==> src/hdl/assert_macros.svh <==
// Assertion macros for the converter RTL.
`ifndef ASSERT_MACROS_SVH
`define ASSERT_MACROS_SVH
`ifndef SYNTHESIS
// Check that a property holds at every clock edge outside reset.
`define ASSERT_CLK(label, clk, rst_n, prop, msg) \
    label: assert property (@(posedge clk) disable iff (!(rst_n)) (prop)) else $error(msg);
// Check that an expression is never true at a clock edge outside reset.
`define ASSERT_NEVER(label, clk, rst_n, expr, msg) \
    label: assert property (@(posedge clk) disable iff (!(rst_n)) !(expr)) else $error(msg);
`else
`define ASSERT_CLK(label, clk, rst_n, prop, msg)
`define ASSERT_NEVER(label, clk, rst_n, expr, msg)
`endif
`endif

==> src/hdl/rgb2hsv_pkg.sv <==
// Widths, constants, types and the divider step of the RGB to HSV converter.
package rgb2hsv_pkg;

    localparam int CH_W           = 8;
    localparam int HUE_W          = 15;
    localparam int QUOT_W         = 12;
    localparam int NUM_W          = CH_W + QUOT_W;
    localparam int BITS_PER_STAGE = 2;
    localparam int DIV_STAGES     = QUOT_W / BITS_PER_STAGE;

    // Hue in 1/64 degree units
    localparam logic [HUE_W-1:0] HUE_120 = 15'd7680;
    localparam logic [HUE_W-1:0] HUE_240 = 15'd15360;
    localparam logic [HUE_W-1:0] HUE_360 = 15'd23040;
    localparam logic [NUM_W-1:0] HUE_60_SCALE = 20'd3840;
    localparam logic [NUM_W-1:0] SAT_SCALE    = 20'd255;

    typedef logic [1:0] t_sector;
    localparam t_sector SECT_RED   = 2'd0;
    localparam t_sector SECT_GREEN = 2'd1;
    localparam t_sector SECT_BLUE  = 2'd2;

    // Partial remainder and the numerator bits still to come, quotient bits shifting in
    typedef struct packed {
        logic [CH_W-1:0]   rem;
        logic [QUOT_W-1:0] word;
    } t_div_lane;

    // Per-pixel data that travels beside the divider lanes
    typedef struct packed {
        t_sector         sector;
        logic            neg;
        logic [CH_W-1:0] bright;
        logic [CH_W-1:0] delta;
    } t_side;

    // One restoring division step: one quotient bit
    function automatic t_div_lane div_step(t_div_lane x, logic [CH_W-1:0] d);
        logic [CH_W:0] trial;
        logic [CH_W:0] diff;
        t_div_lane     y;
        trial = {x.rem, x.word[QUOT_W-1]};
        diff  = trial - {1'b0, d};
        if (trial >= {1'b0, d}) begin
            y.rem  = diff[CH_W-1:0];
            y.word = {x.word[QUOT_W-2:0], 1'b1};
        end else begin
            y.rem  = trial[CH_W-1:0];
            y.word = {x.word[QUOT_W-2:0], 1'b0};
        end
        return y;
    endfunction

endpackage

==> src/hdl/rgb_to_hsv_converter_core.sv <==
// Pipelined RGB to HSV pixel converter, one pixel per clock unless the output stalls.
//
//   channel  | direction | handshake                 | payload
//   ---------+-----------+---------------------------+----------------------------------
//   pixel in | input     | i_in_valid / o_in_ready   | i_red, i_green, i_blue
//   hsv out  | output    | o_out_valid / i_out_ready | o_hue, o_saturation, o_brightness
//
// From request acceptance to o_out_valid a pixel passes one stage for max, min and
// sector, one for the numerators, six divider stages of two quotient bits each, one output.
// One pixel per clock unless the output stalls; the divider stage count sets the latency.
// Each stage holds when its successor is full and stalled, so bubbles close up and no
// request is dropped or repeated. Reset (i_rst_n low, synchronous) clears all valid bits.

`include "assert_macros.svh"

module rgb_to_hsv_converter_core
    import rgb2hsv_pkg::*;
(
    input  logic              i_clk,
    input  logic              i_rst_n,
    input  logic              i_in_valid,
    output logic              o_in_ready,
    input  logic [CH_W-1:0]   i_red,
    input  logic [CH_W-1:0]   i_green,
    input  logic [CH_W-1:0]   i_blue,
    output logic              o_out_valid,
    input  logic              i_out_ready,
    output logic [HUE_W-1:0]  o_hue,
    output logic [CH_W-1:0]   o_saturation,
    output logic [CH_W-1:0]   o_brightness
);

    // Stage 1 registers
    logic            r_s1_v;
    t_side           r_s1_side;
    logic [CH_W-1:0] r_s1_mag;
    t_side           n_s1_side;
    logic [CH_W-1:0] n_s1_mag;

    // Divider stage registers, entry 0 holds the initial numerators
    logic      r_dv   [0:DIV_STAGES];
    t_div_lane r_dh   [0:DIV_STAGES];
    t_div_lane r_ds   [0:DIV_STAGES];
    t_side     r_side [0:DIV_STAGES];
    t_div_lane n_dh   [0:DIV_STAGES];
    t_div_lane n_ds   [0:DIV_STAGES];

    // Output registers
    logic              r_o_valid;
    logic [HUE_W-1:0]  r_hue;
    logic [CH_W-1:0]   r_sat;
    logic [CH_W-1:0]   r_bright;
    logic [HUE_W-1:0]  n_hue;
    logic [CH_W-1:0]   n_sat;

    // Stage load enables
    logic w_rdy_1;
    logic w_rdy_d [0:DIV_STAGES];
    logic w_rdy_o;

    // Stage 1 helpers
    logic [CH_W-1:0] w_max;
    logic [CH_W-1:0] w_min;
    logic [CH_W-1:0] w_op_a;
    logic [CH_W-1:0] w_op_b;
    logic [CH_W:0]   w_diff;

    // Stage 2 numerators
    logic [NUM_W-1:0] w_num_h;
    logic [NUM_W-1:0] w_num_s;

    // Output helpers
    logic [HUE_W-1:0] w_base;
    logic [HUE_W-1:0] w_q;

    // Ready chain: a stage loads when it is empty or its successor loads
    assign w_rdy_o               = !r_o_valid || i_out_ready;
    assign w_rdy_d[DIV_STAGES]   = !r_dv[DIV_STAGES] || w_rdy_o;
    for (genvar k = 0; k < DIV_STAGES; k++) begin : g_rdy
        assign w_rdy_d[k] = !r_dv[k] || w_rdy_d[k+1];
    end
    assign w_rdy_1    = !r_s1_v || w_rdy_d[0];
    assign o_in_ready = w_rdy_1;

    // Find max, min, sector and the signed channel difference
    always_comb begin
        w_max = (i_red >= i_green) ? i_red : i_green;
        w_max = (w_max >= i_blue) ? w_max : i_blue;
        w_min = (i_red <= i_green) ? i_red : i_green;
        w_min = (w_min <= i_blue) ? w_min : i_blue;
        if (i_red >= i_green && i_red >= i_blue) begin
            n_s1_side.sector = SECT_RED;
            w_op_a = i_green;
            w_op_b = i_blue;
        end else if (i_green >= i_blue) begin
            n_s1_side.sector = SECT_GREEN;
            w_op_a = i_blue;
            w_op_b = i_red;
        end else begin
            n_s1_side.sector = SECT_BLUE;
            w_op_a = i_red;
            w_op_b = i_green;
        end
        w_diff           = {1'b0, w_op_a} - {1'b0, w_op_b};
        n_s1_side.neg    = w_diff[CH_W];
        n_s1_side.bright = w_max;
        n_s1_side.delta  = w_max - w_min;
        n_s1_mag         = w_diff[CH_W] ? (w_op_b - w_op_a) : w_diff[CH_W-1:0];
    end

    // Form numerators; a negative hue term takes the ceiling, so bias by delta - 1
    always_comb begin
        w_num_h = NUM_W'(r_s1_mag) * HUE_60_SCALE;
        if (r_s1_side.neg) begin
            w_num_h = w_num_h + NUM_W'(r_s1_side.delta - 8'd1);
        end
        w_num_s = NUM_W'(r_s1_side.delta) * SAT_SCALE;
        n_dh[0] = '{rem: w_num_h[NUM_W-1:QUOT_W], word: w_num_h[QUOT_W-1:0]};
        n_ds[0] = '{rem: w_num_s[NUM_W-1:QUOT_W], word: w_num_s[QUOT_W-1:0]};
    end

    // Advance both divider lanes by BITS_PER_STAGE quotient bits per stage
    for (genvar k = 1; k <= DIV_STAGES; k++) begin : g_div
        always_comb begin
            n_dh[k] = r_dh[k-1];
            n_ds[k] = r_ds[k-1];
            for (int j = 0; j < BITS_PER_STAGE; j++) begin
                n_dh[k] = div_step(n_dh[k], r_side[k-1].delta);
                n_ds[k] = div_step(n_ds[k], r_side[k-1].bright);
            end
        end
    end

    // Hue from sector and quotient, zero for black and grey; saturation zero for black
    always_comb begin
        w_q = HUE_W'(r_dh[DIV_STAGES].word);
        case (r_side[DIV_STAGES].sector)
            SECT_RED:   w_base = r_side[DIV_STAGES].neg ? HUE_360 : '0;
            SECT_GREEN: w_base = HUE_120;
            SECT_BLUE:  w_base = HUE_240;
            default:    w_base = '0;
        endcase
        if (r_side[DIV_STAGES].delta == '0) begin
            n_hue = '0;
        end else if (r_side[DIV_STAGES].neg) begin
            n_hue = w_base - w_q;
        end else begin
            n_hue = w_base + w_q;
        end
        if (r_side[DIV_STAGES].bright == '0) begin
            n_sat = '0;
        end else begin
            n_sat = r_ds[DIV_STAGES].word[CH_W-1:0];
        end
    end

    // Valid bits
    always_ff @(posedge i_clk) begin
        if (!i_rst_n) begin
            r_s1_v    <= 1'b0;
            r_o_valid <= 1'b0;
            for (int k = 0; k <= DIV_STAGES; k++) begin
                r_dv[k] <= 1'b0;
            end
        end else begin
            if (w_rdy_1) begin
                r_s1_v <= i_in_valid;
            end
            if (w_rdy_d[0]) begin
                r_dv[0] <= r_s1_v;
            end
            for (int k = 1; k <= DIV_STAGES; k++) begin
                if (w_rdy_d[k]) begin
                    r_dv[k] <= r_dv[k-1];
                end
            end
            if (w_rdy_o) begin
                r_o_valid <= r_dv[DIV_STAGES];
            end
        end
    end

    // Payload registers, held while the stage is stalled
    always_ff @(posedge i_clk) begin
        if (w_rdy_1) begin
            r_s1_side <= n_s1_side;
            r_s1_mag  <= n_s1_mag;
        end
        if (w_rdy_d[0]) begin
            r_dh[0]   <= n_dh[0];
            r_ds[0]   <= n_ds[0];
            r_side[0] <= r_s1_side;
        end
        for (int k = 1; k <= DIV_STAGES; k++) begin
            if (w_rdy_d[k]) begin
                r_dh[k]   <= n_dh[k];
                r_ds[k]   <= n_ds[k];
                r_side[k] <= r_side[k-1];
            end
        end
        if (w_rdy_o) begin
            r_hue    <= n_hue;
            r_sat    <= n_sat;
            r_bright <= r_side[DIV_STAGES].bright;
        end
    end

    assign o_out_valid  = r_o_valid;
    assign o_hue        = r_hue;
    assign o_saturation = r_sat;
    assign o_brightness = r_bright;

    // Checks
    `ASSERT_NEVER(a_hue_range, i_clk, i_rst_n, o_out_valid && (o_hue >= HUE_360), "hue out of range")
    `ASSERT_CLK(a_black_zero, i_clk, i_rst_n, (o_out_valid && o_brightness == '0) |-> (o_hue == '0 && o_saturation == '0), "black pixel with nonzero hue or saturation")
    `ASSERT_CLK(a_hue_needs_sat, i_clk, i_rst_n, (o_out_valid && o_hue != '0) |-> (o_saturation != '0), "hue without saturation")
    `ASSERT_CLK(a_rem_below_div, i_clk, i_rst_n, (r_dv[DIV_STAGES] && r_side[DIV_STAGES].delta != '0) |-> (r_dh[DIV_STAGES].rem < r_side[DIV_STAGES].delta), "hue divider remainder not below divisor")

endmodule

==> config.mk <==
export PLATFORM = sky130hd
export DESIGN_NAME = rgb_to_hsv_converter_core
export DESIGN_NICKNAME = d
export VERILOG_FILES = /design/src/hdl/rgb2hsv_pkg.sv /design/src/hdl/rgb_to_hsv_converter_core.sv
export VERILOG_INCLUDE_DIRS = /design/src /design/src/hdl
export SDC_FILE = /design/constraint.sdc
export NUM_CORES = 1
export LEC_CHECK = 0
export ABC_CLOCK_PERIOD_IN_PS = 7800
export BUFFER_PORTS_ARGS = -buffer_cell sky130_fd_sc_hd__buf_2
export CORE_MARGIN = 5
export CORE_UTILIZATION = 30
export CTS_CLUSTER_SIZE = 28
export DETAILED_ROUTE_END_ITERATION = 6
export HOLD_SLACK_MARGIN = 0.15
export PLACE_DENSITY_LB_ADDON = 0.1
export SYNTH_ARGS = -nofsm -noshare
export SYNTH_HDL_FRONTEND = slang
export SYNTH_SLANG_ARGS = --single-unit
==> constraint.sdc <==
create_clock -name i_clk -period 7.8 [get_ports i_clk]
set_input_delay 1.17 -clock i_clk [delete_from_list [all_inputs] [get_ports i_clk]]
set_output_delay 1.17 -clock i_clk [all_outputs]
set_load 0.02 [all_outputs]
==> results.toml <==
[sta]
max_freq_mhz = 165
post-route-period-util_pct = 77.7
tightest_slew_ns = 1.13
relSlewSlack_pct = 24.9
rsz0062_at_grt = "no"
hold_slack_ns = 0.408
finalHoldViolations = 0
timing.final.crit_period_ns = 6.06
finalSetupTns_ns = 0
clock_skew_ns = 0.0454
finalMaxSlewViolations = 0
setup_viol = 0

[clock_network]
path_clk_slew_ns = 0.06
cts_setup_buffers = 0
cts_buffers = 53
hold_buffers = 0
ctsLongestPathBuffers = 3
ctsResizeCount = 0
h-tree-depth = 2
cts_tree = "yes"
root_buffer = "clkbuf_16"
clkSinkCount = 432
clk_latency_ns = 0.63

[synthesis]
synth_top_cell_by_area = "edfxtp_1"
synth_top_cell_area_share_pct = 41.9
synthFlopType = "edfxtp_1"
async_reset_ff_share_pct = 0
syn_area_per_cell_um2 = 10.9
yosysMostFrequentCell = "edfxtp_1"
synth_cells = 2786
synth-seq-area-share_pct = 42.3
netlist_top_cells_count = "425 x edfxtp_1, 332 x ha_1, 297 x inv_1"
synth_cell_types = 90
yosys-top-cells-area = "edfxtp_1 42%, ha_1 14%, fa_1 4.5%"
synth_area_mm2 = 0.0305
synth_nets = 3215
synth_edf_count = 425
ys_warn_count = 0
synth_seq_cells = 432

[setup_path]
path_cells = "buf_2 -> inv_1 -> ha_1 -> nand2b_1 -> a21o_1 -> a21oi_1 -> nor2b_1 -> o21ai_0 -> a21oi_1 -> o31ai_4 -> buf_4 -> mux2_2 -> ha_1 -> o21ai_0 -> a21oi_1 -> o22ai_1 -> buf_4 -> mux2i_1 -> nand2_1 -> or3_1 -> a31oi_1 -> xnor2_1"
crit_path_start_kind = "input port"
path_buf_inv = 4
crit_path_end_kind = "register"
crit_family = "compound AO/OA/AOI/OAI gates"
rr_startpoint = "r_side[1][9]"
crit_slowest_cell = "o31ai_4"
critical_path.startpoint = "i_red[0]"
path_class = "input port to register"
arrival_ns = 6.40
path_common_cell = "a21oi_1"
cp_max_fo = 20
slowest_delay_ns = 0.62
crit_required_ns = 8.14

[global_route]
first_global_vias = 20741
grt_pass1_wl_mm = 115
overflow = 0
antenna_found_initial = 2
grt_usage_pct = 13.1
grt_max_degree = 57

[routing]
via_count = 20316
viasPerCell = 4.74
drtAntennaViolNets = 0
avgRoutedWirePerCell_um = 16.5
remaining_drc_errors = 0
drt_pass1_iterations = 5
wirelength_mm = 70.6
drtIter0Drc = 882

[die]
die_y_um = 329
die_w_um = 329
rows = 117
start_util_pct = 30.1
core_mm2 = 0.101
die-area_mm2 = 0.108
ioPinCount = 61

[outcome]
outcome = "finished clean"

[worst_hold_path]
hp-class = "register to register"
worstHoldStart = "r_dh[2][4]"

[finish]
drive_gt1_share_pct = 12.0
final_nets = 3305
diodes = 0
syn2layout_area_growth_pct = 12.4

[place]
dp_hpwl_mm = 55.8
port_buffers = 60
globalplace.congestion = 0.819

[flow_run]
maxCapViolations = 0
placed cells by master, fill, tap and decap left out, types with 18 or more instances in the layout:
| cell type | n |
|---|---|
| fa_1 | 69 |
| nand2b_1 | 35 |
| nand2_1 | 155 |
| xnor2_1 | 115 |
| a211oi_1 | 21 |
| nor2_1 | 188 |
| ha_1 | 332 |
| xor2_1 | 39 |
| nor2b_1 | 56 |
| clkbuf_16 | 53 |
| buf_2 | 60 |
| nand4_1 | 38 |
| mux2_2 | 105 |
| buf_4 | 20 |
| nor3_1 | 55 |
| mux2i_1 | 70 |
| o21ai_0 | 126 |
| edfxtp_1 | 425 |
| inv_1 | 293 |
| o21bai_1 | 18 |
| a21o_1 | 49 |
| a21oi_1 | 132 |
| o21a_1 | 28 |
| nand3_1 | 59 |
| and2_1 | 26 |
layout make-up:
| class | count | area, um^2 |
|---|---|---|
| clock buffer | 65 | 1400 |
| clock inverter | 32 | 395 |
| fill | 10200 | 67100 |
| inverter | 300 | 1130 |
| multi-input combinational | 2009 | 16300 |
| sequential | 432 | 12900 |
| tap | 1368 | 1710 |
| timing repair buffer | 80 | 450 |
sequential cells by signal, indices dropped and copies added (netlist names):
name          flops
r_dv              7
r_s1_mag          8
r_side          130
r_s1_side        19
r_s1_v            1
r_ds            103
o_hue            15
r_dh            132
o_saturation      8
o_out_valid       1
o_brightness      8
kinds of logic after synthesis:
logic type	share of synthesized area, %
muxes	6.71
AOI/OAI and AO/OA	12.3
buffers and inverters	4.38
DFF	42.3
xor gates and xnor gates	4.43
and+or+nand+nor	11.7
adders and majority gates	18.2
worst paths after layout:
check,cells after the start,to,slack [ns]
hold reg to reg,0,r_dh[3][6],0.41
hold / removal,0,r_dh[3][6],0.41
setup reg to reg,19,r_ds[2][15],2.77
setup / recovery,22,r_s1_mag[7],1.74
layer usage:
layer | part of all wire, % | track usage, % | vias to the layer above
met2 | 48 | 22.7 | 258
met5 | 0 | 0 | -
met3 | 2.9 | 1.99 | 91
met4 | 2.5 | 3.43 | 0
met1 | 47 | 17.2 | 9645
li1 | - | - | 10322
stage by stage:
step | std cells | setup WS, ns | utilization [%] | instance area (um^2)
floorplan | 2786 | 2.08 | - | 30500
CTS | 4286 | 1.78 | 33.8 | 34200
global placement | 4189 | 1.19 | 32.0 | 32400
detailed placement | 4189 | 1.13 | 32.0 | 32400
finish | 4286 | 1.74 | 33.8 | 34200
global route | 4286 | 1.44 | 33.8 | 34200
worst register-to-register path: stages, from the launching register on:
cell,delay [ns]
edfxtp_1,0.46
inv_1,0.19
ha_1,0.28
nor2b_1,0.14
o21ai_1,0.15
a21boi_1,0.14
o31ai_2,0.27
a21o_1,0.34
a41oi_1,0.16
nand2_1,0.19
inv_1,0.06
ha_1,0.29
nor2b_1,0.13
o21ai_0,0.23
a21boi_0,0.17
o21ai_0,0.25
a21oi_1,0.15
a211o_1,0.33
a21oi_2,0.43
mux2_2,0.41
Power is not shown: default switching activity piles up to over one toggle a cycle in this logic, so the estimate is an artifact.
